===== src/rtl/sgm_pkg.sv =====
// Shared constants and state types of the Sobel gradient magnitude block.
// No dependencies; every other file imports this package.
package sgm_pkg;

    localparam int GRAD_W = 11;
    localparam int MAG_W  = 11;
    localparam int POS_W  = 10;
    localparam int CFG_W  = 11;
    localparam int IDX_W  = 2;

    localparam logic [IDX_W-1:0] REG_FRAME_WIDTH  = 2'd0;
    localparam logic [IDX_W-1:0] REG_FRAME_HEIGHT = 2'd1;

    localparam logic [CFG_W-1:0] DIM_RESET  = 11'd512;
    localparam logic [CFG_W-1:0] DIM_MIN    = 11'd3;
    localparam logic [CFG_W-1:0] HEIGHT_MAX = 11'd1024;

    typedef enum logic [1:0] {
        F_IDLE = 2'b01,
        F_CALC = 2'b10
    } front_state_t;

    typedef enum logic [4:0] {
        B_IDLE   = 5'b00001,
        B_SQUARE = 5'b00010,
        B_SUM    = 5'b00100,
        B_ROOT   = 5'b01000,
        B_DONE   = 5'b10000
    } back_state_t;

endpackage


===== src/rtl/sgm_queue.sv =====
// Two-entry queue between the front end and the square-root back end.
// Depends on sgm_pkg only for the common import style.
module sgm_queue
    import sgm_pkg::*;
#(
    parameter int DW = 43
)
(
    input  logic          clk,
    input  logic          rst_n,
    input  logic          push_valid,
    output logic          push_ready,
    input  logic [DW-1:0] push_data,
    output logic          pop_valid,
    input  logic          pop_ready,
    output logic [DW-1:0] pop_data
);

    logic [DW-1:0] entry_reg [2];
    logic          wr_ptr_reg;
    logic          rd_ptr_reg;
    logic [1:0]    count_reg;
    logic          push;
    logic          pop;

    assign push_ready = (count_reg != 2'd2);
    assign pop_valid  = (count_reg != 2'd0);
    assign pop_data   = entry_reg[rd_ptr_reg];
    assign push       = push_valid && push_ready;
    assign pop        = pop_valid && pop_ready;

    always_ff @(posedge clk)
    begin
        if (push)
        begin
            entry_reg[wr_ptr_reg] <= push_data;
        end
    end

    always_ff @(posedge clk or negedge rst_n)
    begin
        if (!rst_n)
        begin
            wr_ptr_reg <= 1'b0;
            rd_ptr_reg <= 1'b0;
            count_reg  <= 2'd0;
        end
        else
        begin
            if (push)
            begin
                wr_ptr_reg <= !wr_ptr_reg;
            end
            if (pop)
            begin
                rd_ptr_reg <= !rd_ptr_reg;
            end
            if (push && !pop)
            begin
                count_reg <= count_reg + 2'd1;
            end
            else if (pop && !push)
            begin
                count_reg <= count_reg - 2'd1;
            end
        end
    end

endmodule


===== config.mk =====
export PLATFORM = sky130hd
export DESIGN_NAME = sgm_queue
export DESIGN_NICKNAME = d
export VERILOG_FILES = /design/src/rtl/sgm_pkg.sv /design/src/rtl/sgm_queue.sv
export SDC_FILE = /design/constraint.sdc
export NUM_CORES = 1
export LEC_CHECK = 0
export ABC_CLOCK_PERIOD_IN_PS = 2650
export BUFFER_PORTS_ARGS = -buffer_cell sky130_fd_sc_hd__buf_2
export CORE_ASPECT_RATIO = 0.8
export CORE_MARGIN = 2
export CORE_UTILIZATION = 47
export CTS_CLUSTER_DIAMETER = 150
export DETAILED_ROUTE_END_ITERATION = 10
export GPL_ROUTABILITY_DRIVEN = 0
export PLACE_DENSITY = 0.72
export SLEW_MARGIN = 30
export SYNTH_ARGS = -nofsm -noshare
export SYNTH_HDL_FRONTEND = slang
export SYNTH_SLANG_ARGS = --single-unit
export TNS_END_PERCENT = 20

===== constraint.sdc =====
create_clock -name clk -period 2.65 [get_ports clk]
set_clock_uncertainty 0.05 [all_clocks]
set_input_delay 0.3975 -clock clk [delete_from_list [all_inputs] [get_ports clk]]
set_output_delay 0.3975 -clock clk [all_outputs]
set_load 0.05 [all_outputs]

[Word-level counts from Yosys, hierarchy flattened]
Memory sizes are Yosys's and may differ from the RTL's.
Cells that the tools add are included.
Cells by class
  eq/ne operators: 1
  reductions and logical operators: 10
  multiplexer cells: 4
  add/sub/neg operators: 2
Operator list (count)
  logical AND 1 bit: 4
  logical NOT 1 bit: 4
  two-way mux 2 bit: 2
  nonzero test 2 bit: 2
  adder 2 x 1 -> 2 bit, second input constant: 1
  two-way mux 1 bit: 2
  != test 2 bit, second input constant: 1
  subtractor 2 x 1 -> 2 bit, second input constant: 1
Word-level totals
  output and inout bits: 45
  memories: 1
  register bits after elaboration: 4
  RAM bits: 86
Memories
  entry_reg: depth 2, bits a word 43, rd ports 1, clocked after Yosys merged registers in 0, wr ports 1, line sgm_queue.sv:19  | logic [DW-1:0] entry_reg [2];

[Logic depth before layout (Yosys ltp)]
Gate-level depths: netlist of run 1.
  word-level depth: 6
  gate-level depth with buffers: 7

[Worst setup path after synthesis of run 1]
Ideal clock, no wire load.
  kind: register to register
  start: register count_reg[0]
  end: memory entry_reg[0][0] (enable)
  buffers on the path: 0
  data required time: 2.156 ns
  period minus slack after synthesis: 3.373 ns
  setup time: 0.444 ns
  data arrival time: 2.879 ns
  slack: -0.723 ns
  cell stages (with the launch flop): 4
  cell sequence: dfrtp_1 > nand2b_1 > nand2_1 > nor2_1
Between the ends
  word-level cells in the longest chain between the ends: 4
Ends and longest elaborated chain
  from (decl): line sgm_queue.sv:22  | logic [1:0] count_reg;
  from (signal assigned): line sgm_queue.sv:60  | count_reg <= count_reg + 2'd1;
  from (signal assigned): line sgm_queue.sv:64  | count_reg <= count_reg - 2'd1;
  != test 2 bit: line sgm_queue.sv:26  | assign push_ready = (count_reg != 2'd2);
  via push_ready: line sgm_queue.sv:12  | output logic push_ready,
  logical AND 1 bit: line sgm_queue.sv:29  | assign push = push_valid && push_ready;
  two-way mux 1 bit: line sgm_queue.sv:34  | if (push)
  two-way mux 1 bit (implied by the code): line sgm_queue.sv:36  | entry_reg[wr_ptr_reg] <= push_data;
  to (decl): line sgm_queue.sv:19
The timed path passes the listed nets, and every way through them passes these cells.

[Worst setup path after layout of run 1]
  start: register rd_ptr_reg
  end: output port pop_data[2]
Between the ends
  word-level cells in the longest chain between the ends: 1
Ends and longest elaborated chain
  from (decl): line sgm_queue.sv:21  | logic rd_ptr_reg;
  from (signal assigned): line sgm_queue.sv:56  | rd_ptr_reg <= !rd_ptr_reg;
  memory (2 x 43 bit)
  to (decl): line sgm_queue.sv:16  | output logic [DW-1:0] pop_data
No other way between the ends.

==> out/metrics.yaml, run 1 <==
status:
  outcome: "completed"
finish:
  drive_gt1_share_pct: 60.00
  fin_nets: 303
  area_delta_synth_final_pct: 21.60
  utilization_pct: 58.10
  num_antenna_cells: 0
  layout_commonest_cell: "buf_2"
  layout_common_cells: "buf_2 (91), edfxtp_1 (86), mux2_4 (39)"
  largest_reg_flops: 86
  nFillCells: 575
critical_path:
  cp_max_fo: 23
  crit_required_ps: 2200
  crit_path_start_kind: "register"
  r2r_cells: 3
  critical_path_arrival_ps: 1660
  worstSetupPathType: "reg -> out"
  cp-end-kind: "output port"
placed_design:
  dp_hpwl_mm: 3.604
  io_buffers: 91
  pre_cts_ws_ps: 904.2
synthesis:
  ys_ff_latch: 90
  yosys.area.top_type_share_pct: 73.82
  yosys.area.top_type: "edfxtp_1"
  ys_seq_area_share_pct: 76.68
  synth_cells: 152
  netlist_top_cells_area: "edfxtp_1 (74%), mux2_4 (17%), dfrtp_1 (2.9%)"
  synth_nets: 200
  avgSynthCellArea_um2: 23.02
  synthDistinctLibCells: 15
  yosysWarnings: 0
  syn_area_um2: 3498
floorplanning:
  ioPinCount: 92
  die_y_um: 81.17
  initial_core_util_pct: 47.78
  die_x_um: 100.5
  rows: 28
  core_um2: 7322
  die_area_um2: 8153
min_path:
  holdPathStages: 1
  hold_class: "in -> reg"
timing:
  setup_viol_count_final: 0
  period_minus_slack_ps: 2103
  hold_viol: 0
  fmax_mhz: 475.4
  tightest_slew_ps: 571.8
  setup-tns-final_ps: 0
  drv_slew: 0
  fin_ws_ps: 546.6
  rsz0062_at_grt: "no"
  fin_crit_sh_pct: 79.37
  maxSlewHeadroom_pct: 61.88
grt:
  grt_pass1_vias: 1701
  antenna_found_initial: 0
  grt_max_degree: 44
  grt_remaining_overflow: 0
  grt_pass1_wl_mm: 8.404
  grt_usage_pct: 14.07
power:
  power_density_nw_per_um2: 1306
  vdd.ir_drop.worst_mv: 0.6977
  power.leakage_nw: 1.723
flow_run:
  cap_violations: 0
clock_tree:
  cts_max_level: 3
  tritoncts: "built"
  max-clock-path-buffers: 2
  clkLatencyLatePin_ps: 350
  path_clk_slew_ps: 90
  root_buffer: "clkbuf_8"
  cts_buffers: 9
  cts.sinks: 90
  cts.repair.resized: 0
detailed_routing:
  post-route-drc-count: 0
  vias: 1674
  drtPass1Iterations: 4
  wire_per_inst_um: 15.70
  vias_per_cell: 4.783
  drt_wl_total_mm: 5.494
  drtIter0Drc: 96
  postRouteAntennaNets: 0
-- power by group --
group / total (mW) / internal [mW] / switching, mW
sequential: 2.05 / 1.95 / 0.0959
clock: 1.00 / 0.559 / 0.443
combinational: 2.51 / 0.799 / 1.71
-- final cells by class --
cell class              instances  area (um^2)  area share (%)
clock buffers                  12        145.1           3.412
repair buffers                 97        503.0           11.82
flip-flops and latches         90         2684           63.09
inverters                       1        3.754         0.08824
multi-input cells              56        729.5           17.15
clock inverters                 4        76.32           1.794
well taps                      90        112.6           2.647
-- timing repair --
action                    4_1_cts  5_1_grt
hold buffers                    1        0
hold endpoints to repair        4        0
setup buffers                   0        0
-- routing by layer --
metal	global-route usage (%)	routed length, um
met2	21.21	2475
met1	18.54	2511
met4	3.288	42
met3	6.885	465
met5	0	0
-- final timing paths --
path                                from                to  slack (ps)
setup / recovery              rd_ptr_reg       pop_data[2]         550
hold / removal             push_data[20]  entry_reg[1][20]         180
setup reg to reg            count_reg[0]  entry_reg[1][17]         960
hold reg to reg             count_reg[1]      count_reg[1]         450
max in group asynchronous          rst_n        rd_ptr_reg        2060
min in group asynchronous          rst_n        wr_ptr_reg         340
-- through the flow --
step | instance area, um^2 | power [mW] | hold WS, ps | instances
3_3_place_gp | 4023 | 4.587 | 159.1 | 333
6_report | 4254 | 5.558 | 181.6 | 350
5_1_grt | 4254 | 5.824 | 143.0 | 350
3_5_place_dp | 4023 | 4.619 | 166.2 | 333
4_1_cts | 4254 | 5.642 | 154.6 | 350
2_1_floorplan | 3506 | 4.262 | 51.91 | 152
-- Yosys cell counts --
master    number
ha_1           1
xnor2_1        3
inv_1          1
or2_1          1
buf_12         4
and3_1         1
nand2_1        2
xor2_1         2
dfrtp_1        4
buf_6          1
nor2_1         2
nand2b_1       1
mux2_4        39
edfxtp_1      86
mux2_2         4
-- critical path: stages, from the launching register on --
cell	delay, ps
dfrtp_2	360
buf_4	380
mux2_4	350
buf_2	210
-- kinds of logic after synthesis --
kind of cell / synth area share (%)
flops: 76.68
buf+inv: 2.718
mux: 18.03
xor+xnor: 1.252
simple gates: 0.9662
fa+ha+maj: 0.3576
No activity file was read; power rests on OpenSTA's default activity.
==> inputs of run 2 (changes only) <==
ABC_AREA = 1   (was unset)
ABC_CLOCK_PERIOD_IN_PS = 2150   (was 2650)
CORE_UTILIZATION = 52   (was 47)
PLACE_DENSITY = 0.76   (was 0.72)
clock period = 2.15 ns   (was 2.65 ns; I/O delays follow)
==> run 2 against run 1 <==
Effect of this change:
- sequential share of layout area rose by 1.2 points
- critical path depth rose by 1
- count of clock-buffer cells in the layout fell by 3
- register-to-register slack got worse by 350 ps
==> out/metrics.yaml, run 2 <==
finish:
  drive_gt1_share_pct: 36.77  # -23 points
  area_delta_synth_final_pct: 21.97
  layout_commonest_cell: "nand2_1"
  multiInputGateArea_um2: 623.1  # -15%
  nFillCells: 491  # -15%
  num_antenna_cells: 0  # unchanged
  fin_nets: 402  # +33%
  layoutNonFillerInstCount: 443  # +27%
  seq_area_um2: 2684  # unchanged
  largest_reg_flops: 86  # unchanged
  layout_common_cells: "nand2_1 (126), buf_2 (91), edfxtp_1 (86)"
grt:
  grt_pass1_vias: 2063  # +21%
  antenna_found_initial: 0  # unchanged
  grt_max_degree: 45  # +2.3%
  grt_remaining_overflow: 0  # unchanged
  grt_usage_pct: 17.32  # +3.2 points
  grt_pass1_wl_mm: 9.335  # +11%
synthesis:
  avgSynthCellArea_um2: 13.53  # -41%
  syn_area_um2: 3423  # -2.1%
  yosys-top-cells-count: "nand2_1 (126), edfxtp_1 (86), nand2_2 (13), buf_6 (5), inv_1 (5)"
  ys_ff_latch: 90  # unchanged
  ys_seq_area_share_pct: 78.36  # +1.7 points
  netlist_top_cells_area: "edfxtp_1 (75%), nand2_1 (14%), dfrtp_1 (2.9%)"
  async_flop_share_pct: 4.444  # unchanged
  synth_cells: 253  # +66%
  synth_nets: 301  # +51%
  ys.flop_type: "edfxtp_1"
  yosys.area.top_type: "edfxtp_1"
  synthDistinctLibCells: 16  # +1
  yosysMostFrequentCell: "nand2_1"
  yosys.area.top_type_share_pct: 75.44  # +1.6 points
  synth_edf_count: 86  # unchanged
  yosysWarnings: 0  # unchanged
timing:
  setup_viol_count_final: 0  # unchanged
  rsz0062_at_grt: "no"
  hold_viol: 0  # unchanged
  maxSlewHeadroom_pct: 75.16  # +13 points
  drv_slew: 0  # unchanged
  setup-tns-final_ps: 0  # unchanged
  fin_crit_sh_pct: 87.06
  tightest_slew_ps: 372.6  # -199.3 ps
  fmax_mhz: 534.2
  period_minus_slack_ps: 1872
detailed_routing:
  postRouteAntennaNets: 0  # unchanged
  vias: 2071  # +24%
  drt_wl_total_mm: 5.843  # +6.4%
  post-route-drc-count: 0  # unchanged
  drtPass1Iterations: 4  # unchanged
  wire_per_inst_um: 13.19  # -16%
  vias_per_cell: 4.675  # -2.3%
  drtIter0Drc: 115  # +20%
min_path:
  hold_class: "in -> reg"
  holdPathStages: 1  # unchanged
status:
  outcome: "completed"
clock_tree:
  tritoncts: "built"
  cts_buffers: 9  # unchanged
  path_clk_slew_ps: 90  # about the same
  max-clock-path-buffers: 2  # unchanged
  root_buffer: "clkbuf_8"
  clkLatencyLatePin_ps: 340  # about the same
  post_cts_buffers: 0  # unchanged
  postCtsHoldBufs: 1  # unchanged
  cts.sinks: 90  # unchanged
  cts.repair.resized: 0  # unchanged
  cts_max_level: 3  # unchanged
floorplanning:
  die_y_um: 76.57  # -5.7%
  die_area_um2: 7252  # -11%
  ioPinCount: 92  # unchanged
  rows: 26  # -7.1%
  core_um2: 6376  # -13%
  initial_core_util_pct: 53.69  # +5.9 points
  die_x_um: 94.72  # -5.7%
critical_path:
  cp_max_fo: 23  # unchanged
  crit_required_ps: 1780  # -420 ps
  cp_slowest_cell: "dfrtp_2"
  crit_path_start_kind: "register"
  worstSetupPathType: "reg -> out"
  crit_family: "buffers and inverters"
  critical_path_arrival_ps: 1500  # -160 ps
  slowest_delay_ps: 430  # +50 ps
  cp-end-kind: "output port"
  crit_path_frequent_cell: "nand2_1"
  worst-path-buf-inv: 2  # unchanged
  r2r_cells: 5  # +2
  critical_path_depth: 4  # +1
  crit_chain: "buf_4 -> nand2_1 -> nand2_1 -> buf_2"
placed_design:
  io_buffers: 91  # unchanged
  placed_cells: 426  # +28%
  dp_hpwl_mm: 3.942  # +9.4%
flow_run:
  cap_violations: 0  # unchanged
-- run 2: cell types whose count changed after synthesis, moves of 2 or more --
cell	delta
buf_12	-3
buf_4	+3
buf_6	+4
inv_1	+4
mux2_2	-4
mux2_4	-39
nand2_1	+124
nand2_2	+13
nand3_1	+2
xnor2_1	-2
-- run 2: worst paths after layout --
| check | from | to | slack (ps) |
|---|---|---|---|
| worst min register to register | count_reg[1] | count_reg[1] | 470 |
| worst max-delay path | rd_ptr_reg | pop_data[31] | 280 |
| max in group asynchronous | rst_n | rd_ptr_reg | 1670 |
| worst max register to register | count_reg[0] | entry_reg[0][33] | 610 |
| worst min-delay path | push_data[31] | entry_reg[1][31] | 110 |
| min in group asynchronous | rst_n | rd_ptr_reg | 250 |
-- run 2: cells by family (layout without fill, tap and decap cells) --
family / Yosys count / in the layout / synth area share (%)
DFF: 90 / 90 / 78.36
buffers and inverters: 16 / 122 / 3.874
xor gates and xnor gates: 2 / 2 / 0.5118
and+or+nand+nor: 144 / 144 / 16.89
adders and majority gates: 1 / 1 / 0.3654
-- run 2: per-stage QoR --
step	setup WS, ps	cell area, um^2	util [%]	hold slack, ps
floorplan	-247.6	3428	-	-23.09
global placement	626.6	3966	62.21	82.45
finish	278.1	4175	65.48	110.3
detailed placement	585.4	3966	62.21	84.99
global route	158.7	4175	65.48	86.83
CTS	242.2	4175	65.48	92.17
-- run 2: layer usage --
metal	vias up	share of wire (%)	track usage, %
li1	1048	-	-
met5	-	0	0
met2	88	50	29.50
met4	0	0.72	4.348
met1	930	42	20.47
met3	5	7.8	6.924
-- run 2: cell type report --
cell class / count / area share, %
sequential: 90 / 64.28
multi-input combinational: 147 / 14.92
timing repair buffer: 99 / 12.71
clock buffer: 9 / 2.967
tap: 84 / 2.517
clock inverter: 7 / 1.798
inverter: 7 / 0.8091
Power of run 2 is left out: the tool's default activity adds up to more than one toggle a clock period on the data nets, which glitch-free logic cannot reach.
==> inputs of run 3 (changes only) <==
CORE_MARGIN = unset   (was 2)
==> run 3 against run 2 <==
Effect of this change:
- worst hold slack got worse by 3.4 ps
- global-route usage increased by 0.93 points
- utilization decreased by 0.14 points
- non-clock buffer count decreased by 1
- count of clock-buffer cells in the layout increased by 2
- largest cell class unchanged
- die area decreased by 4.7%
- flip-flop and latch count unchanged
- cell count decreased by 0.23%
==> out/metrics.yaml, run 3 (synthesized netlist as in run 2, its figures left out) <==
detailed_routing:
  drtIter0Drc: 76  # -34%
  post-route-drc-count: 0  # unchanged
  wl_met3_um: 505  # +11%
  drtPass1Iterations: 4  # unchanged
  vias_per_cell: 4.803  # +2.7%
  vias: 2123  # +2.5%
  postRouteAntennaNets: 0  # unchanged
  routed-wl-met2_mm: 2.834  # -2.5%
  top_layer_used: "met4"
  drt_wl_total_mm: 6.009  # +2.8%
  wl_met1_mm: 2.574  # +5.8%
  wire_per_inst_um: 13.60  # +3.1%
finish:
  fin_nets: 401  # -0.25%
  layout_commonest_cell: "nand2_1"
  nFillCells: 504  # +2.6%
  largest_reg_flops: 86  # unchanged
  num_antenna_cells: 0  # unchanged
  drive_gt1_share_pct: 35.75  # -1.0 points
  area_delta_synth_final_pct: 21.71
  layout_common_cells: "nand2_1 (126), buf_2 (91), edfxtp_1 (86)"
min_path:
  hold_end: "entry_reg[1][30]"
  min_from: "push_data[30]"
  hold_class: "in -> reg"
  holdPathStages: 1  # unchanged
clock_tree:
  tritoncts: "built"
  post_cts_buffers: 0  # unchanged
  postCtsHoldBufs: 1  # unchanged
  max-clock-path-buffers: 2  # unchanged
  cts.sinks: 90  # unchanged
  clkLatencyLatePin_ps: 350  # about the same
  cts.repair.resized: 0  # unchanged
  root_buffer: "clkbuf_8"
  cts_max_level: 3  # unchanged
  cts_buffers: 9  # unchanged
  path_clk_slew_ps: 80  # about the same
grt:
  grt_remaining_overflow: 0  # unchanged
  antenna_found_initial: 0  # unchanged
  grt_max_degree: 45  # unchanged
  grt_pass1_vias: 1983  # -3.9%
  grt_usage_pct: 18.25  # +0.93 points
  grt_pass1_wl_mm: 9.142  # -2.1%
floorplanning:
  ioPinCount: 92  # unchanged
  die_area_um2: 6914  # -4.7%
  initial_core_util_pct: 53.69  # unchanged
  die_y_um: 74.57  # -2.6%
  die_x_um: 92.72  # -2.1%
  core_um2: 6376  # unchanged
  rows: 26  # unchanged
timing:
  hold_viol: 0  # unchanged
  period_minus_slack_ps: 1991  # +118.7 ps
  fin_ws_ps: 159.4  # -118.7 ps
  setup-tns-final_ps: 0  # unchanged
  fin_crit_sh_pct: 92.59  # +5.5 points
  rsz0062_at_grt: "no"
  setup_viol_count_final: 0  # unchanged
  maxSlewHeadroom_pct: 76.72  # +1.6 points
  fmax_mhz: 502.4  # -6.0%
  tightest_slew_ps: 349.2  # -23.37 ps
  drv_slew: 0  # unchanged
placed_design:
  io_buffers: 91  # unchanged
  pre_cts_ws_ps: 545.6  # -39.85 ps
  dp_hpwl_mm: 3.913  # -0.75%
critical_path:
  crit_required_ps: 1780  # about the same
  slowest_delay_ps: 530  # +100 ps
  r2r_cells: 9  # +4
  cp-end-kind: "output port"
  rrSetupSlack_ps: 640  # +30 ps
  crit_chain: "buf_4 -> nand2_1 -> nand2_1 -> buf_2"
  crit_path_start_kind: "register"
  crit_path_frequent_cell: "nand2_1"
  cp_slowest_cell: "dfrtp_2"
  cp_max_fo: 18  # -22%
  critical_path_arrival_ps: 1620  # +120 ps
  reg2reg_from: "count_reg[0]"
  r2r-end: "count_reg[1]"
  worstSetupPathType: "reg -> out"
status:
  outcome: "completed"
flow_run:
  cap_violations: 0  # unchanged
==> run 3: critical path, delay by kind of cell (launching register included) <==
family	cells	cell delay (ps)
buffers and inverters	2	560
DFF	1	530
and+or+nand+nor	2	180
==> run 3: through the flow <==
step,cell area (um^2),utilization (%),hold slack [ps],instances
finish,4167,65.35,106.9,442
global route,4167,65.35,84.14,442
CTS,4167,65.35,91.54,442
detailed placement,3946,61.89,91.78,425
global placement,3946,61.89,88.33,425
floorplan,3428,-,-23.09,253
==> run 3: metal layers <==
| layer | track usage, % | vias to the layer above |
|---|---|---|
| met5 | 0 | - |
| met4 | 6.325 | 0 |
| met3 | 8.180 | 10 |
| met2 | 29.63 | 88 |
| met1 | 22.16 | 980 |
| li1 | - | 1045 |
==> run 3: worst max-delay path by stage <==
stage                            to          from  cells past startpoint  slack, ps
global placement       pop_data[19]    rd_ptr_reg                      4        550
detailed placement     pop_data[18]    rd_ptr_reg                      4        550
CTS                    pop_data[18]    rd_ptr_reg                      4        160
finish                 pop_data[18]    rd_ptr_reg                      4        160
global route           pop_data[18]    rd_ptr_reg                      4         90
floorplan           entry_reg[0][0]  count_reg[0]                      4       -250
==> run 3: cell type report <==
class                   count  area, um^2  area share [%]
flip-flops and latches     90        2684           64.41
well taps                  84       105.1           2.523
multi-input cells         147       623.1           14.95
repair buffers             98       510.5           12.25
clock buffers              11       131.4           3.153
inverters                   7       33.78          0.8108
clock inverters             5       78.83           1.892
Power of run 3 is left out for the same reason.
