**config.mk**
```make
export PLATFORM = sky130hd
export DESIGN_NAME = sgm_back
export DESIGN_NICKNAME = d
export VERILOG_FILES = /design/src/rtl/sgm_pkg.sv /design/src/rtl/sgm_back.sv
export SDC_FILE = /design/constraint.sdc
export NUM_CORES = 1
export LEC_CHECK = 0
export BUFFER_PORTS_ARGS = -buffer_cell sky130_fd_sc_hd__buf_2
export CAP_MARGIN = 30
export CORE_MARGIN = 2
export CORE_UTILIZATION = 40
export DETAILED_ROUTE_END_ITERATION = 6
export PLACE_DENSITY = 0.65
export SLEW_MARGIN = 20
export SYNTH_ARGS = -nofsm -noshare
export SYNTH_HDL_FRONTEND = slang
export SYNTH_SLANG_ARGS = --single-unit
```
**constraint.sdc**
```tcl
create_clock -name clk -period 6.4 [get_ports clk]
set_input_delay 0.64 -clock clk [delete_from_list [all_inputs] [get_ports clk]]
set_output_delay 0.64 -clock clk [all_outputs]
set_load 0.1 [all_outputs]
```
**src/rtl/sgm_pkg.sv**
```systemverilog
// Shared constants and state types of the Sobel gradient magnitude block.
// No dependencies; every other file imports this package.
package sgm_pkg;

    localparam int GRAD_W = 11;
    localparam int MAG_W  = 11;
    localparam int POS_W  = 10;
    localparam int CFG_W  = 11;
    localparam int IDX_W  = 2;

    localparam logic [IDX_W-1:0] REG_FRAME_WIDTH  = 2'd0;
    localparam logic [IDX_W-1:0] REG_FRAME_HEIGHT = 2'd1;

    localparam logic [CFG_W-1:0] DIM_RESET  = 11'd512;
    localparam logic [CFG_W-1:0] DIM_MIN    = 11'd3;
    localparam logic [CFG_W-1:0] HEIGHT_MAX = 11'd1024;

    typedef enum logic [1:0] {
        F_IDLE = 2'b01,
        F_CALC = 2'b10
    } front_state_t;

    typedef enum logic [4:0] {
        B_IDLE   = 5'b00001,
        B_SQUARE = 5'b00010,
        B_SUM    = 5'b00100,
        B_ROOT   = 5'b01000,
        B_DONE   = 5'b10000
    } back_state_t;

endpackage

```
**src/rtl/sgm_back.sv**
```systemverilog
// Back end: squares the gradients and takes the integer square root, two
// radicand bits per cycle, then holds the saturated result for the output channel.
// Depends on sgm_pkg.
module sgm_back
    import sgm_pkg::*;
#(
    parameter int PIXEL_BITS = 8
)
(
    input  logic                           clk,
    input  logic                           rst_n,
    input  logic                           pop_valid,
    output logic                           pop_ready,
    input  logic [2*(PIXEL_BITS+3)+2*POS_W:0] pop_data,
    output logic                           out_valid,
    input  logic                           out_ready,
    output logic [GRAD_W-1:0]              grad_h,
    output logic [GRAD_W-1:0]              grad_v,
    output logic [MAG_W-1:0]               magnitude,
    output logic [POS_W-1:0]               out_row,
    output logic [POS_W-1:0]               out_col,
    output logic                           frame_end
);

    localparam int GW  = PIXEL_BITS + 3;
    localparam int AW  = PIXEL_BITS + 2;
    localparam int NB  = PIXEL_BITS + 3;
    localparam int VW  = 2 * NB;
    localparam int SQW = 2 * AW;
    localparam int XW  = (GW > GRAD_W) ? GW : GRAD_W;
    localparam int MW  = (NB > MAG_W) ? NB : MAG_W;
    localparam int KW  = $clog2(NB + 1);

    back_state_t           state_reg;
    logic signed [GW-1:0]  gh_reg, gv_reg;
    logic [POS_W-1:0]      row_reg, col_reg;
    logic                  end_reg;
    logic [SQW-1:0]        sq_h_reg, sq_v_reg;
    logic [VW-1:0]         val_reg;
    logic [NB+1:0]         rem_reg;
    logic [NB-1:0]         root_reg;
    logic [KW-1:0]         cnt_reg;

    logic [AW-1:0]         abs_h, abs_v;
    logic [NB+2:0]         rem_sh, trial;
    logic                  fits;
    logic signed [XW-1:0]  gh_x, gv_x;
    logic [MW-1:0]         root_x;

    assign pop_ready = (state_reg == B_IDLE);
    assign out_valid = (state_reg == B_DONE);

    assign abs_h = gh_reg[GW-1] ? AW'(-gh_reg) : AW'(gh_reg);
    assign abs_v = gv_reg[GW-1] ? AW'(-gv_reg) : AW'(gv_reg);

    assign rem_sh = {rem_reg[NB:0], val_reg[VW-1 -: 2]};
    assign trial  = {1'b0, root_reg, 2'b01};
    assign fits   = (rem_sh >= trial);

    assign gh_x   = XW'(gh_reg);
    assign gv_x   = XW'(gv_reg);
    assign root_x = MW'(root_reg);

    assign grad_h = (gh_x > XW'(1023)) ? GRAD_W'(1023) :
                    ((gh_x < -XW'(1024)) ? GRAD_W'(-1024) : GRAD_W'(gh_x));
    assign grad_v = (gv_x > XW'(1023)) ? GRAD_W'(1023) :
                    ((gv_x < -XW'(1024)) ? GRAD_W'(-1024) : GRAD_W'(gv_x));
    assign magnitude = (root_x > MW'(2047)) ? MAG_W'(2047) : MAG_W'(root_x);
    assign out_row   = row_reg;
    assign out_col   = col_reg;
    assign frame_end = end_reg;

    always_ff @(posedge clk)
    begin
        if (pop_valid && pop_ready)
        begin
            {gh_reg, gv_reg, row_reg, col_reg, end_reg} <= pop_data;
        end
        if (state_reg == B_SQUARE)
        begin
            sq_h_reg <= abs_h * abs_h;
            sq_v_reg <= abs_v * abs_v;
        end
    end

    always_ff @(posedge clk or negedge rst_n)
    begin
        if (!rst_n)
        begin
            state_reg <= B_IDLE;
            val_reg   <= '0;
            rem_reg   <= '0;
            root_reg  <= '0;
            cnt_reg   <= '0;
        end
        else
        begin
            unique case (state_reg)
                B_IDLE:
                begin
                    if (pop_valid)
                    begin
                        state_reg <= B_SQUARE;
                    end
                end
                B_SQUARE:
                begin
                    state_reg <= B_SUM;
                end
                B_SUM:
                begin
                    val_reg   <= VW'(sq_h_reg) + VW'(sq_v_reg);
                    rem_reg   <= '0;
                    root_reg  <= '0;
                    cnt_reg   <= '0;
                    state_reg <= B_ROOT;
                end
                B_ROOT:
                begin
                    // One result bit per cycle, two radicand bits consumed.
                    val_reg <= {val_reg[VW-3:0], 2'b00};
                    if (fits)
                    begin
                        rem_reg  <= (NB+2)'(rem_sh - trial);
                        root_reg <= {root_reg[NB-2:0], 1'b1};
                    end
                    else
                    begin
                        rem_reg  <= (NB+2)'(rem_sh);
                        root_reg <= {root_reg[NB-2:0], 1'b0};
                    end
                    cnt_reg <= cnt_reg + KW'(1);
                    if (cnt_reg == KW'(NB - 1))
                    begin
                        state_reg <= B_DONE;
                    end
                end
                B_DONE:
                begin
                    if (out_ready)
                    begin
                        state_reg <= B_IDLE;
                    end
                end
                default:
                begin
                    state_reg <= B_IDLE;
                end
            endcase
        end
    end

endmodule

```
* Word level (Yosys, flattened, before mapping)
Cells that the tools add are included.
W data, S select, Z words.
** Storage, ports and cells
- Register bits after elaboration :: 137
- Latch bits :: 0
- Memory bits (writable) :: 0
- Memory bits (read-only) :: 0
- Input bits :: 47
- Logic and storage cells :: 54
- Memories kept :: 0
** Cells by class
- $add $sub $neg :: 5
- $mul :: 2
- Divide/modulo/power cells :: 0
- Magnitude comparators :: 6
- Equal/unequal tests :: 9
- Shift-type cells :: 0
- Muxes and demuxes :: 17
- Bitwise operators :: 0
- Reduce and logical (&&, ||, !) cells :: 3
** Operators with widths (number)
- $mux W11 :: 5
- $pmux W22 S2 :: 1
- $mul A10 B10 Y20 :: 2
- $gt A11 B11 Y1 const B :: 3
- $pmux W5 S5 :: 1
- $pmux W12 S2 :: 1
- $lt A11 B11 Y1 const B :: 2
- $pmux W11 S2 :: 1
- $add A20 B20 Y21 :: 1
- $mux W10 :: 2
- $neg A10 Y10 :: 2
- $mux W5 :: 3
- $ge A14 B13 Y1 :: 1
- $mux W12 :: 1
- $sub A12 B12 Y12 :: 1
- $pmux W4 S2 :: 1
- $eq A5 B1 Y1 const B :: 1
- $eq A5 B2 Y1 const B :: 1
- $eq A5 B3 Y1 const B :: 1
- $eq A5 B4 Y1 const B :: 1
- $eq A5 B5 Y1 const B :: 1
- $add A4 B1 Y4 const B :: 1
- $eq A4 B4 Y1 const B :: 1
- $ne A2 B2 Y1 const B :: 2
- other kinds (5) :: 5

* Depth between registers and ports, before layout
Gate-level depths: netlist of the first run.
- Depth in word-level cells :: 3
- Gate-level depth with buffers :: 27

* Worst setup path before layout of the first run
OpenSTA, ideal clock, no wires.
- Path type :: reg-to-reg
- From :: register gv_reg[3]
- To :: register sq_v_reg[16] (data pin)
- Data arrival time :: 6.351 ns
- Data required time :: 6.142 ns
- Slack :: -0.209 ns
- Stages on the path, launching flop included :: 21
- Period minus slack after synthesis :: 6.609 ns
- Cell sequence :: edfxtp_1 > or3_1 > or2_1 > or4_4 > o31a_4 > xor2_1 > nand2_1 > fa_1 > fa_1 > fa_1 > fa_1 > inv_1 > fa_1 > ha_1 > a2111oi_0 > o21ai_0 > a41o_1 > a21o_1 > a31o_2 > a21oi_1 > xnor2_1
** On the way
- Word-level cells in the longest chain between the ends :: 3
** Ends and longest elaborated chain
- start, declared :: line sgm_back.sv:35 : logic signed [GW-1:0] gh_reg, gv_reg;
- start signal, assigned :: line sgm_back.sv:77 : {gh_reg, gv_reg, row_reg, col_reg, end_reg} <= pop_data;
- $neg A10 Y10 :: line sgm_back.sv:54 : assign abs_v = gv_reg[GW-1] ? AW'(-gv_reg) : AW'(gv_reg);
- $mux W10 (*) :: line sgm_back.sv:54
- $mul A10 B10 Y20 (*) :: line sgm_back.sv:82 : sq_v_reg <= abs_v * abs_v;
- end signal, assigned :: line sgm_back.sv:82
- end, declared :: line sgm_back.sv:38 : logic [SQW-1:0] sq_h_reg, sq_v_reg;
Mark *: on every way between the ends. The rest lies on a longest branch, timed or not.
A chain may end at the register's enable or synchronous reset.

* Worst setup path in the final report of the first run
- From :: register gv_reg[4]
- To :: register sq_v_reg[16] (data pin)
The elaborated chain is that of the path after synthesis.

==> out/results.ini, run 1 <==
[outcome]
status = complete, no violations

[setup_path]
crit_start = gv_reg[4]
setup.worst_path.start_class = flip-flop
critPathMaxFanout = 2
worstSetupPathType = reg -> reg
end_kind = flip-flop
reg2reg_from = gv_reg[4]
crit_required_ns = 6.58
reg2reg_depth = 20
crit_arrival_ns = 6.48

[clock_tree]
cts_made_buffers = 17
cts_tree = yes
cts_sinks = 135
htreeDepth = 4
cts_hold_buf = 0
cts_root_buf = clkbuf_16
clock_latency_ns = 0.43
cts_buffer_depth = 2
cts.clk_slew.worst_paths_ns = 0.06

[flow_run]
max-cap-violations = 0

[placement]
io_buffers = 102
placed_cells = 1695
dp_hpwl_um = 20400
gp_congestion = 0.886

[logic_synthesis]
ys_ff_latch = 135
ys_seq_area_share_pct = 32.0
yosysWarnings = 0
synth_top_area_share_pct = 20.6
async_reset_ff_share_pct = 40.0
synth_nets = 1463
yosys-top-cells-area = edfxtp_1 21%, fa_1 16%, ha_1 14%, dfrtp_1 11%, inv_1 5.8%
syn_area_mm2 = 0.0118
yosysTopAreaCell = edfxtp_1
synth_cell_types = 67
syn_inst = 1192
synth_edf_count = 81
avgSynthCellArea_um2 = 9.91
synth_ff_type = edfxtp_1

[floorplan]
initial_utilization_pct = 40.9
die_x_um = 176
die_area_mm2 = 0.0309
rows = 62
die_h_um = 176
core-area_mm2 = 0.0289
pin_count = 103

[routing]
drt-pass1-iter-count = 5
vias = 8707
drtAntennaViolNets = 0
drt-initial-drc-count = 475
viasPerCell = 5.01
wire_per_inst_um = 14.7
drc = 0
wirelength_um = 25400

[final_layout]
drive_gt1_share_pct = 20.2
utilization_pct = 48.5
final_cell_count_no_fill = 1737
areaGrowthSynthToFinish_pct = 18.4
final_cell_mix = 182 x inv_1, 125 x ha_1, 102 x buf_2, 93 x fa_1, 89 x nor2_1
finalNetCount = 1610
fillers = 2699
largest_register_ff_count = 22
final_common_cell = inv_1

[timing]
max_slew_margin_pct = 53.9
whs_ns = 0.335
hold_viol = 0
grt_setup_unrepaired = yes
slew_violations = 0
fin_crit_ns = 6.30
fmax_mhz = 159
setup_viol = 0
worst_slew_pin_slew_ns = 0.690
fin_crit_sh_pct = 98.4
fin_worst_skew_ns = 0.00769

[global_routing]
grt_max_degree = 55
grtUsageTotal_pct = 17.2
overflow = 0
grt_first_pass_wirelength_um = 42900
antenna_found_initial = 1
grt_pass1_vias = 8991

[worst_hold_path]
hold_class = in -> async

[per-layer routing]
metal / track usage, % / part of all wire [%] / vias to the layer above
li1: - / - / 4307
met1: 22.9 / 47 / 4163
met2: 28.4 / 47 / 211
met3: 3.74 / 4.9 / 26
met4: 4.61 / 1.8 / 0
met5: 0 / 0 / -
[through the flow]
step / TNS (ns) / area (um2) / worst slack [ns]
finish: 0 / 14000 / 0.105
floorplan: 0 / 11800 / 0.00274
detailed placement: -0.0259 / 13200 / -0.0259
global route: -0.654 / 14000 / -0.169
global placement: 0 / 13200 / 0.0443
CTS: 0 / 13700 / 0.0114
[Yosys cell counts, drive strengths merged (3+ instances only)]
master  instances
nand2          83
a21boi          4
o41ai           4
inv           185
a221o           5
ha            131
xor2           38
nor2           96
o21bai          3
a221oi          3
mux2i           7
clkinv          5
or3             4
nand2b         12
and3            4
a22oi          12
o21ai          60
mux2            3
a211oi          3
xnor2          45
fa             93
o31ai          11
o21a           12
a21o           25
a31oi           9
nand3          13
a21oi          52
o211ai          7
edfxtp         81
o22ai          14
nor3           13
buf             4
nand4           5
a22o            3
and3b           3
dfrtp          53
nor2b          10
clkbuf         48
[critical path, cell delays in order (launching register included)]
cell and delay (ns):
edfxtp_1 0.38, or3_4 0.40, or2_1 0.22, or4_4 0.43, o31a_4 0.30, xor2_2 0.15, nand2_1 0.10, fa_1 0.53
fa_1 0.43, fa_1 0.46, fa_1 0.51, inv_1 0.05, fa_1 0.52, ha_4 0.22, a2111oi_4 0.33, o21ai_1 0.13
a41o_1 0.26, a21o_1 0.19, a31o_2 0.25, a21oi_2 0.13, xnor2_1 0.07
[timing repair]
action | 4_1_cts | 5_1_grt
setup buffers | 0 | 7
pin swaps | 0 | 29
endpoints found under the setup margin | 2 | 12
resized for setup | 3 | 46
hold endpoints to repair | 0 | 0
[final cells by class]
| type | count | area (um2) | area share (%) |
|---|---|---|---|
| diodes | 1 | 2.50 | 0.0179 |
| inverters | 190 | 713 | 5.10 |
| clock inverters | 13 | 82.6 | 0.591 |
| multi-input cells | 815 | 7350 | 52.6 |
| flip-flops and latches | 135 | 3780 | 27.1 |
| clock buffers | 19 | 433 | 3.10 |
| well taps | 384 | 480 | 3.44 |
| repair buffers | 180 | 1130 | 8.10 |
[cells by family (layout without fill, tap and decap cells)]
group                    Yosys count  after routing  share of synthesized area (%)
adder cells (fa/ha/maj)          224            224                           29.6
AND/OR/NAND/NOR                  257            257                           9.85
buffers and inverters            242            402                           7.72
XOR/XNOR                          83             83                           6.44
multiplexers                      10             10                          0.879
flip-flops                       135            135                           32.0
other                              0              1                              0
AO/OA/AOI/OAI                    241            241                           13.4
[path summary, 6_finish.rpt]
kind                                end  slack [ns]
setup / recovery           sq_v_reg[16]        0.10
hold / removal             state_reg[4]        0.34
setup reg to reg           sq_v_reg[16]        0.10
hold reg to reg              val_reg[2]        0.49
max in group asynchronous    val_reg[6]        5.60
min in group clk             out_row[3]        0.38
Power of run 1 is left out: the tool's default activity adds up to more than one toggle a clock period on the data nets, which glitch-free logic cannot reach.
==> run 2, diff against run 1 <==
--- a/config.mk
+++ b/config.mk
@@ -10,6 +10,7 @@
 export CORE_MARGIN = 2
 export CORE_UTILIZATION = 40
 export DETAILED_ROUTE_END_ITERATION = 6
+export GPL_TIMING_DRIVEN = 0
 export PLACE_DENSITY = 0.65
 export SLEW_MARGIN = 20
 export SYNTH_ARGS = -nofsm -noshare
==> run 2 against run 1 <==
The run now ends with negative setup slack left. Global-route usage up 0.76 points. Via count up 3.0%. Clock skew rose by 0.00083 ns. Final cell count rose by 2.2%. Die area stayed put. Utilization is 2.0 points higher. Final area grew 4.1%. Critical path depth grew 13. Critical endpoint unchanged. Highest routed layer unchanged.
==> out/results.ini, run 2 (synthesized netlist as in run 1, its figures left out) <==
[routing]
wirelength_um = 26600  ; was 25400 um
drt-pass1-iter-count = 5  ; unchanged
viasPerCell = 5.05  ; was 5.01
drtAntennaViolNets = 0  ; unchanged
drc = 0  ; unchanged
wire_per_inst_um = 15.0  ; was 14.7 um
vias = 8969  ; was 8707
drt-initial-drc-count = 577  ; was 475

[clock_tree]
cts_tree = yes  ; unchanged
clock_latency_ns = 0.44  ; was 0.43 ns
cts_root_buf = clkbuf_16  ; unchanged
cts_sinks = 135  ; unchanged
cts_hold_buf = 0  ; unchanged
cts_buffer_depth = 2  ; unchanged
htreeDepth = 4  ; unchanged
cts.clk_slew.worst_paths_ns = 0.06  ; about the same
cts_made_buffers = 17  ; unchanged

[timing]
fin_crit_ns = 6.57  ; was 6.30 ns
grt_setup_unrepaired = yes  ; unchanged
fin_worst_skew_ns = 0.00853  ; was 0.00769 ns
fin_crit_sh_pct = 103  ; was 98.4%
setup_slack_ns = -0.170  ; was 0.105 ns
slew_violations = 0  ; unchanged
max_slew_margin_pct = 55.1  ; was 53.9%
whs_ns = 0.235  ; was 0.335 ns
hold_viol = 0  ; unchanged
worst_slew_pin_slew_ns = 0.674  ; was 0.690 ns
fmax_mhz = 152  ; was 159 MHz
setup_viol = 4  ; was 0

[final_layout]
final_common_cell = inv_1  ; unchanged
final_cell_mix = 175 x inv_1, 121 x ha_1, 103 x buf_2, 93 x fa_1, 90 x nor2_1  ; was 182 x inv_1, 125 x ha_1, 102 x buf_2, 93 x fa_1, 89 x nor2_1
finalNetCount = 1650  ; was 1610
largest_register_ff_count = 22  ; unchanged
drive_gt1_share_pct = 21.9  ; was 20.2%
seqCellArea_mm2 = 0.00378  ; unchanged
fillers = 2675  ; was 2699
diodes = 0  ; was 1
multi_input_area_mm2 = 0.00768  ; was 0.00735 mm2
final_cell_count_no_fill = 1776  ; was 1737
areaGrowthSynthToFinish_pct = 23.3  ; was 18.4%

[flow_run]
max-cap-violations = 0  ; unchanged

[placement]
dp_hpwl_um = 19700  ; was 20400 um
io_buffers = 102  ; unchanged
post-place-ws_ns = -1.38  ; was -0.0259 ns
gp_congestion = 0.883  ; was 0.886
placed_cells = 1680  ; was 1695

[floorplan]
core-area_mm2 = 0.0289  ; unchanged
die_h_um = 176  ; unchanged
die_x_um = 176  ; unchanged
die_area_mm2 = 0.0309  ; unchanged
pin_count = 103  ; unchanged
initial_utilization_pct = 40.9  ; unchanged
rows = 62  ; unchanged

[global_routing]
grt_max_degree = 55  ; unchanged
overflow = 0  ; unchanged
grt_pass1_vias = 9291  ; was 8991
grtUsageTotal_pct = 17.9  ; was 17.2%
antenna_found_initial = 0  ; was 1
grt_first_pass_wirelength_um = 44400  ; was 42900 um

[setup_path]
critPathMostFrequentCell = buf_4  ; was fa_1
setup.worst_path.start_class = flip-flop  ; unchanged
crit_buf_inv = 18  ; was 1
cpMaxStageDelayCell = or4_4  ; was fa_1
crit_required_ns = 6.59  ; was 6.58 ns
slowest_delay_ns = 0.51  ; was 0.53 ns
critPathTopFamily = buffers and inverters  ; was adder cells
end_kind = flip-flop  ; unchanged
crit_arrival_ns = 6.76  ; was 6.48 ns
worstSetupPathType = reg -> reg  ; unchanged
critPathMaxFanout = 4  ; was 2

[worst_hold_path]
hold_class = in -> async  ; unchanged

[outcome]
status = complete, but fails checks  ; was complete, no violations
violations = negative setup slack

run 2: changes by cell type in the layout (fill, tap and decap cells not counted), sizes merged:
| cell | previous run | this run |
|---|---|---|
| inv | 189 | 192 |
| clkbuf | 19 | 70 |
| clkinvlp | 5 | 1 |
| clkinv | 9 | 3 |
| bufinv | 0 | 2 |
| buf | 180 | 174 |
| diode | 1 | 0 |
run 2: area by class of cell:
class                           count  area share, %
Sequential cell                   135           26.0
Timing Repair Buffer              170           7.25
Clock buffer                       24           3.67
Tap cell                          384           3.30
Multi-Input combinational cell    815           52.7
Buffer                             50           1.38
Clock inverter                      8          0.705
Inverter                          190           4.95
run 2: worst paths after layout:
check	cells after the start	slack (ns)	endpoint	from
max	33	-0.17	sq_v_reg[16]	gv_reg[4]
min	1	0.23	state_reg[1]	rst_n
max reg2reg	33	-0.17	sq_v_reg[16]	gv_reg[4]
min reg2reg	0	0.48	sq_h_reg[0]	gh_reg[0]
max in group asynchronous	1	5.71	rem_reg[1]	rst_n
min in group clk	1	0.38	gv_reg[5]	pop_data[26]
run 2: worst reg2reg max path, delay by kind of cell, from the launching register on:
family                     cells  cell delay, ns
and+or+nand+nor                4            1.27
adders and majority gates      2            0.73
xor gates and xnor gates       2            0.25
AOI/OAI and AO/OA              7            1.48
DFF                            1            0.42
buffers and inverters         18            2.16
run 2: layer usage:
metal	vias up	global-route usage [%]	routed length [um]
li1	4391	-	-
met1	4319	23.0	11800
met2	228	29.7	12700
met3	31	4.35	1500
met4	0	6.23	632
met5	-	0	0
run 2: per-stage QoR:
step | instance area, um2 | setup TNS [ns] | utilization [%]
finish | 14600 | -0.376 | 50.5
global route | 14600 | -1.80 | 50.5
CTS | 14100 | -0.811 | 48.8
detailed placement | 12900 | -14.55 | 44.7
global placement | 12800 | -13.68 | 44.5
floorplan | 11800 | 0 | -
run 2: what timing repair did:
| item | CTS | global route |
|---|---|---|
| buffers inserted | 41 | 25 |
| gates cloned | 0 | 0 |
| endpoints found under the setup margin | 22 | 16 |
| pin swaps | 31 | 39 |
| gates resized for setup | 50 | 63 |
Power of run 2 is left out for the same reason.
==> run 3, diff against run 2 <==
--- a/config.mk
+++ b/config.mk
@@ -12,6 +12,7 @@
 export DETAILED_ROUTE_END_ITERATION = 6
 export GPL_TIMING_DRIVEN = 0
 export PLACE_DENSITY = 0.65
+export REMOVE_ABC_BUFFERS = 1
 export SLEW_MARGIN = 20
 export SYNTH_ARGS = -nofsm -noshare
 export SYNTH_HDL_FRONTEND = slang
==> run 3 against run 2 <==
The flow still finishes with violations (negative setup slack). Final area grew 0.71%. Non-clock buffer count shrank 24. Setup slack gained 0.083 ns. Routed wire length shrank 2.4%. Critical path depth is the same. Die area is the same. Global-route usage shrank 1.1 points. Sequential share of layout area shrank 0.18 points. Utilization grew 0.36 points.
==> out/results.ini, run 3 (synthesized netlist as in run 1, its figures left out) <==
[outcome]
status = complete, but fails checks  ; unchanged
violations = negative setup slack  ; unchanged

[timing]
hold_viol = 0  ; unchanged
fmax_mhz = 154  ; was 152 MHz
fin_worst_skew_ns = 0.00873  ; was 0.00853 ns
setup_tns_ns = -0.0880  ; was -0.376 ns
fin_crit_sh_pct = 101  ; was 103%
setup_slack_ns = -0.0875  ; was -0.170 ns
slew_violations = 0  ; unchanged
worst_slew_pin_slew_ns = 0.914  ; was 0.674 ns
grt_setup_unrepaired = yes  ; unchanged
max_slew_margin_pct = 38.9  ; was 55.1%
fin_crit_ns = 6.49  ; was 6.57 ns
setup_viol = 2  ; was 4

[routing]
vias = 8884  ; was 8969
wirelength_um = 25900  ; was 26600 um
wire_per_inst_um = 14.8  ; was 15.0 um
drt-pass1-iter-count = 5  ; unchanged
drc = 0  ; unchanged
drtAntennaViolNets = 0  ; unchanged
viasPerCell = 5.07  ; was 5.05
drt-initial-drc-count = 578  ; was 577

[floorplan]
initial_utilization_pct = 40.9  ; unchanged
die_h_um = 176  ; unchanged
die_area_mm2 = 0.0309  ; unchanged
core-area_mm2 = 0.0289  ; unchanged
pin_count = 103  ; unchanged
die_x_um = 176  ; unchanged
rows = 62  ; unchanged

[clock_tree]
cts_buffer_depth = 2  ; unchanged
cts_sinks = 135  ; unchanged
cts_hold_buf = 0  ; unchanged
cts_tree = yes  ; unchanged
cts.clk_slew.worst_paths_ns = 0.06  ; about the same
clock_latency_ns = 0.44  ; about the same
cts_root_buf = clkbuf_16  ; unchanged
cts_made_buffers = 17  ; unchanged
htreeDepth = 4  ; unchanged

[setup_path]
reg2reg_from = gv_reg[2]  ; was gv_reg[4]
slowest_delay_ns = 0.45  ; was 0.51 ns
crit_required_ns = 6.58  ; was 6.59 ns
crit_arrival_ns = 6.67  ; was 6.76 ns
cpMaxStageDelayCell = fa_1  ; was or4_4
crit_start = gv_reg[2]  ; was gv_reg[4]
setup.worst_path.start_class = flip-flop  ; unchanged
rrSetupSlack_ns = -0.09  ; was -0.17 ns
end_kind = flip-flop  ; unchanged
crit_end = sq_v_reg[16]  ; unchanged
reg2reg_to = sq_v_reg[16]  ; unchanged
critPathMostFrequentCell = buf_4  ; unchanged
critPathMaxFanout = 3  ; was 4
worstSetupPathType = reg -> reg  ; unchanged
reg2reg_depth = 33  ; unchanged

[final_layout]
drive_gt1_share_pct = 25.1  ; was 21.9%
finalNetCount = 1626  ; was 1650
final_common_cell = inv_1  ; unchanged
areaGrowthSynthToFinish_pct = 24.1  ; was 23.3%
largest_register_ff_count = 22  ; unchanged
diodes = 0  ; unchanged
final_cell_mix = 176 x inv_1, 114 x ha_1, 101 x buf_2, 89 x nor2_1, 89 x buf_4  ; was 175 x inv_1, 121 x ha_1, 103 x buf_2, 93 x fa_1, 90 x nor2_1

[placement]
gp_congestion = 0.863  ; was 0.883
io_buffers = 102  ; unchanged
dp_hpwl_um = 18500  ; was 19700 um

[worst_hold_path]
hold_class = in -> async  ; unchanged

[global_routing]
grt_first_pass_wirelength_um = 42100  ; was 44400 um
antenna_found_initial = 0  ; unchanged
grt_pass1_vias = 8970  ; was 9291
grtUsageTotal_pct = 16.9  ; was 17.9%
grt_max_degree = 55  ; unchanged
overflow = 0  ; unchanged

[flow_run]
max-cap-violations = 0  ; unchanged

-- run 3: changes by cell type in the layout (fill, tap and decap cells not counted), sizes merged --
cell | before | now
bufinv | 2 | 1
clkbuf | 70 | 19
buf | 174 | 196
clkinv | 3 | 7
inv | 192 | 194
-- run 3: metal layers --
metal	GRT usage (%)	vias to the layer above	wire length, um
met5	0	-	0
met4	4.92	0	515
met3	4.09	43	1290
met2	28.5	224	12500
met1	21.6	4277	11600
li1	-	4340	-
-- run 3: final cells by class --
class	instances	area (um2)
Fill cell	2543	14200
Multi-Input combinational cell	815	7810
Sequential cell	135	3780
Timing Repair Buffer	196	1270
Inverter	190	727
Tap cell	384	480
Clock buffer	19	454
Clock inverter	13	136
-- run 3: through the flow --
stage | std cells | area, um2 | hold WS (ns) | worst slack [ns] | util [%]
floorplan | 1140 | 11600 | 0.344 | -0.770 | -
global route | 1752 | 14700 | 0.290 | -0.233 | 50.8
detailed placement | 1628 | 12700 | 0.479 | -1.29 | 43.9
CTS | 1708 | 14000 | 0.262 | -0.0475 | 48.4
finish | 1752 | 14700 | 0.246 | -0.0875 | 50.8
global placement | 1626 | 12600 | 0.478 | -1.31 | 43.7
-- run 3: worst max-delay path, delay by kind of cell (launching register included) --
family / cells / cell delay [ns]
fa+ha+maj: 2 / 0.73
compound gates: 7 / 1.51
xor+xnor: 2 / 0.27
flops: 1 / 0.40
buf+inv: 18 / 2.14
simple gates: 4 / 1.19
-- run 3: worst min-delay path by stage --
stage | from | endpoint | slack (ns) | cells after the start
finish | rst_n | val_reg[0] | 0.25 | 1
global route | rst_n | state_reg[1] | 0.29 | 1
CTS | rst_n | state_reg[1] | 0.26 | 1
detailed placement | val_reg[19] | val_reg[21] | 0.48 | 2
global placement | val_reg[19] | val_reg[21] | 0.48 | 2
floorplan | rst_n | cnt_reg[0] | 0.34 | 0
-- run 3: what timing repair did --
action / CTS / global route
resized for setup: 68 / 70
pin swaps: 31 / 48
setup endpoints to repair: 22 / 15
buffers inserted: 48 / 42
Power of run 3 is left out for the same reason.
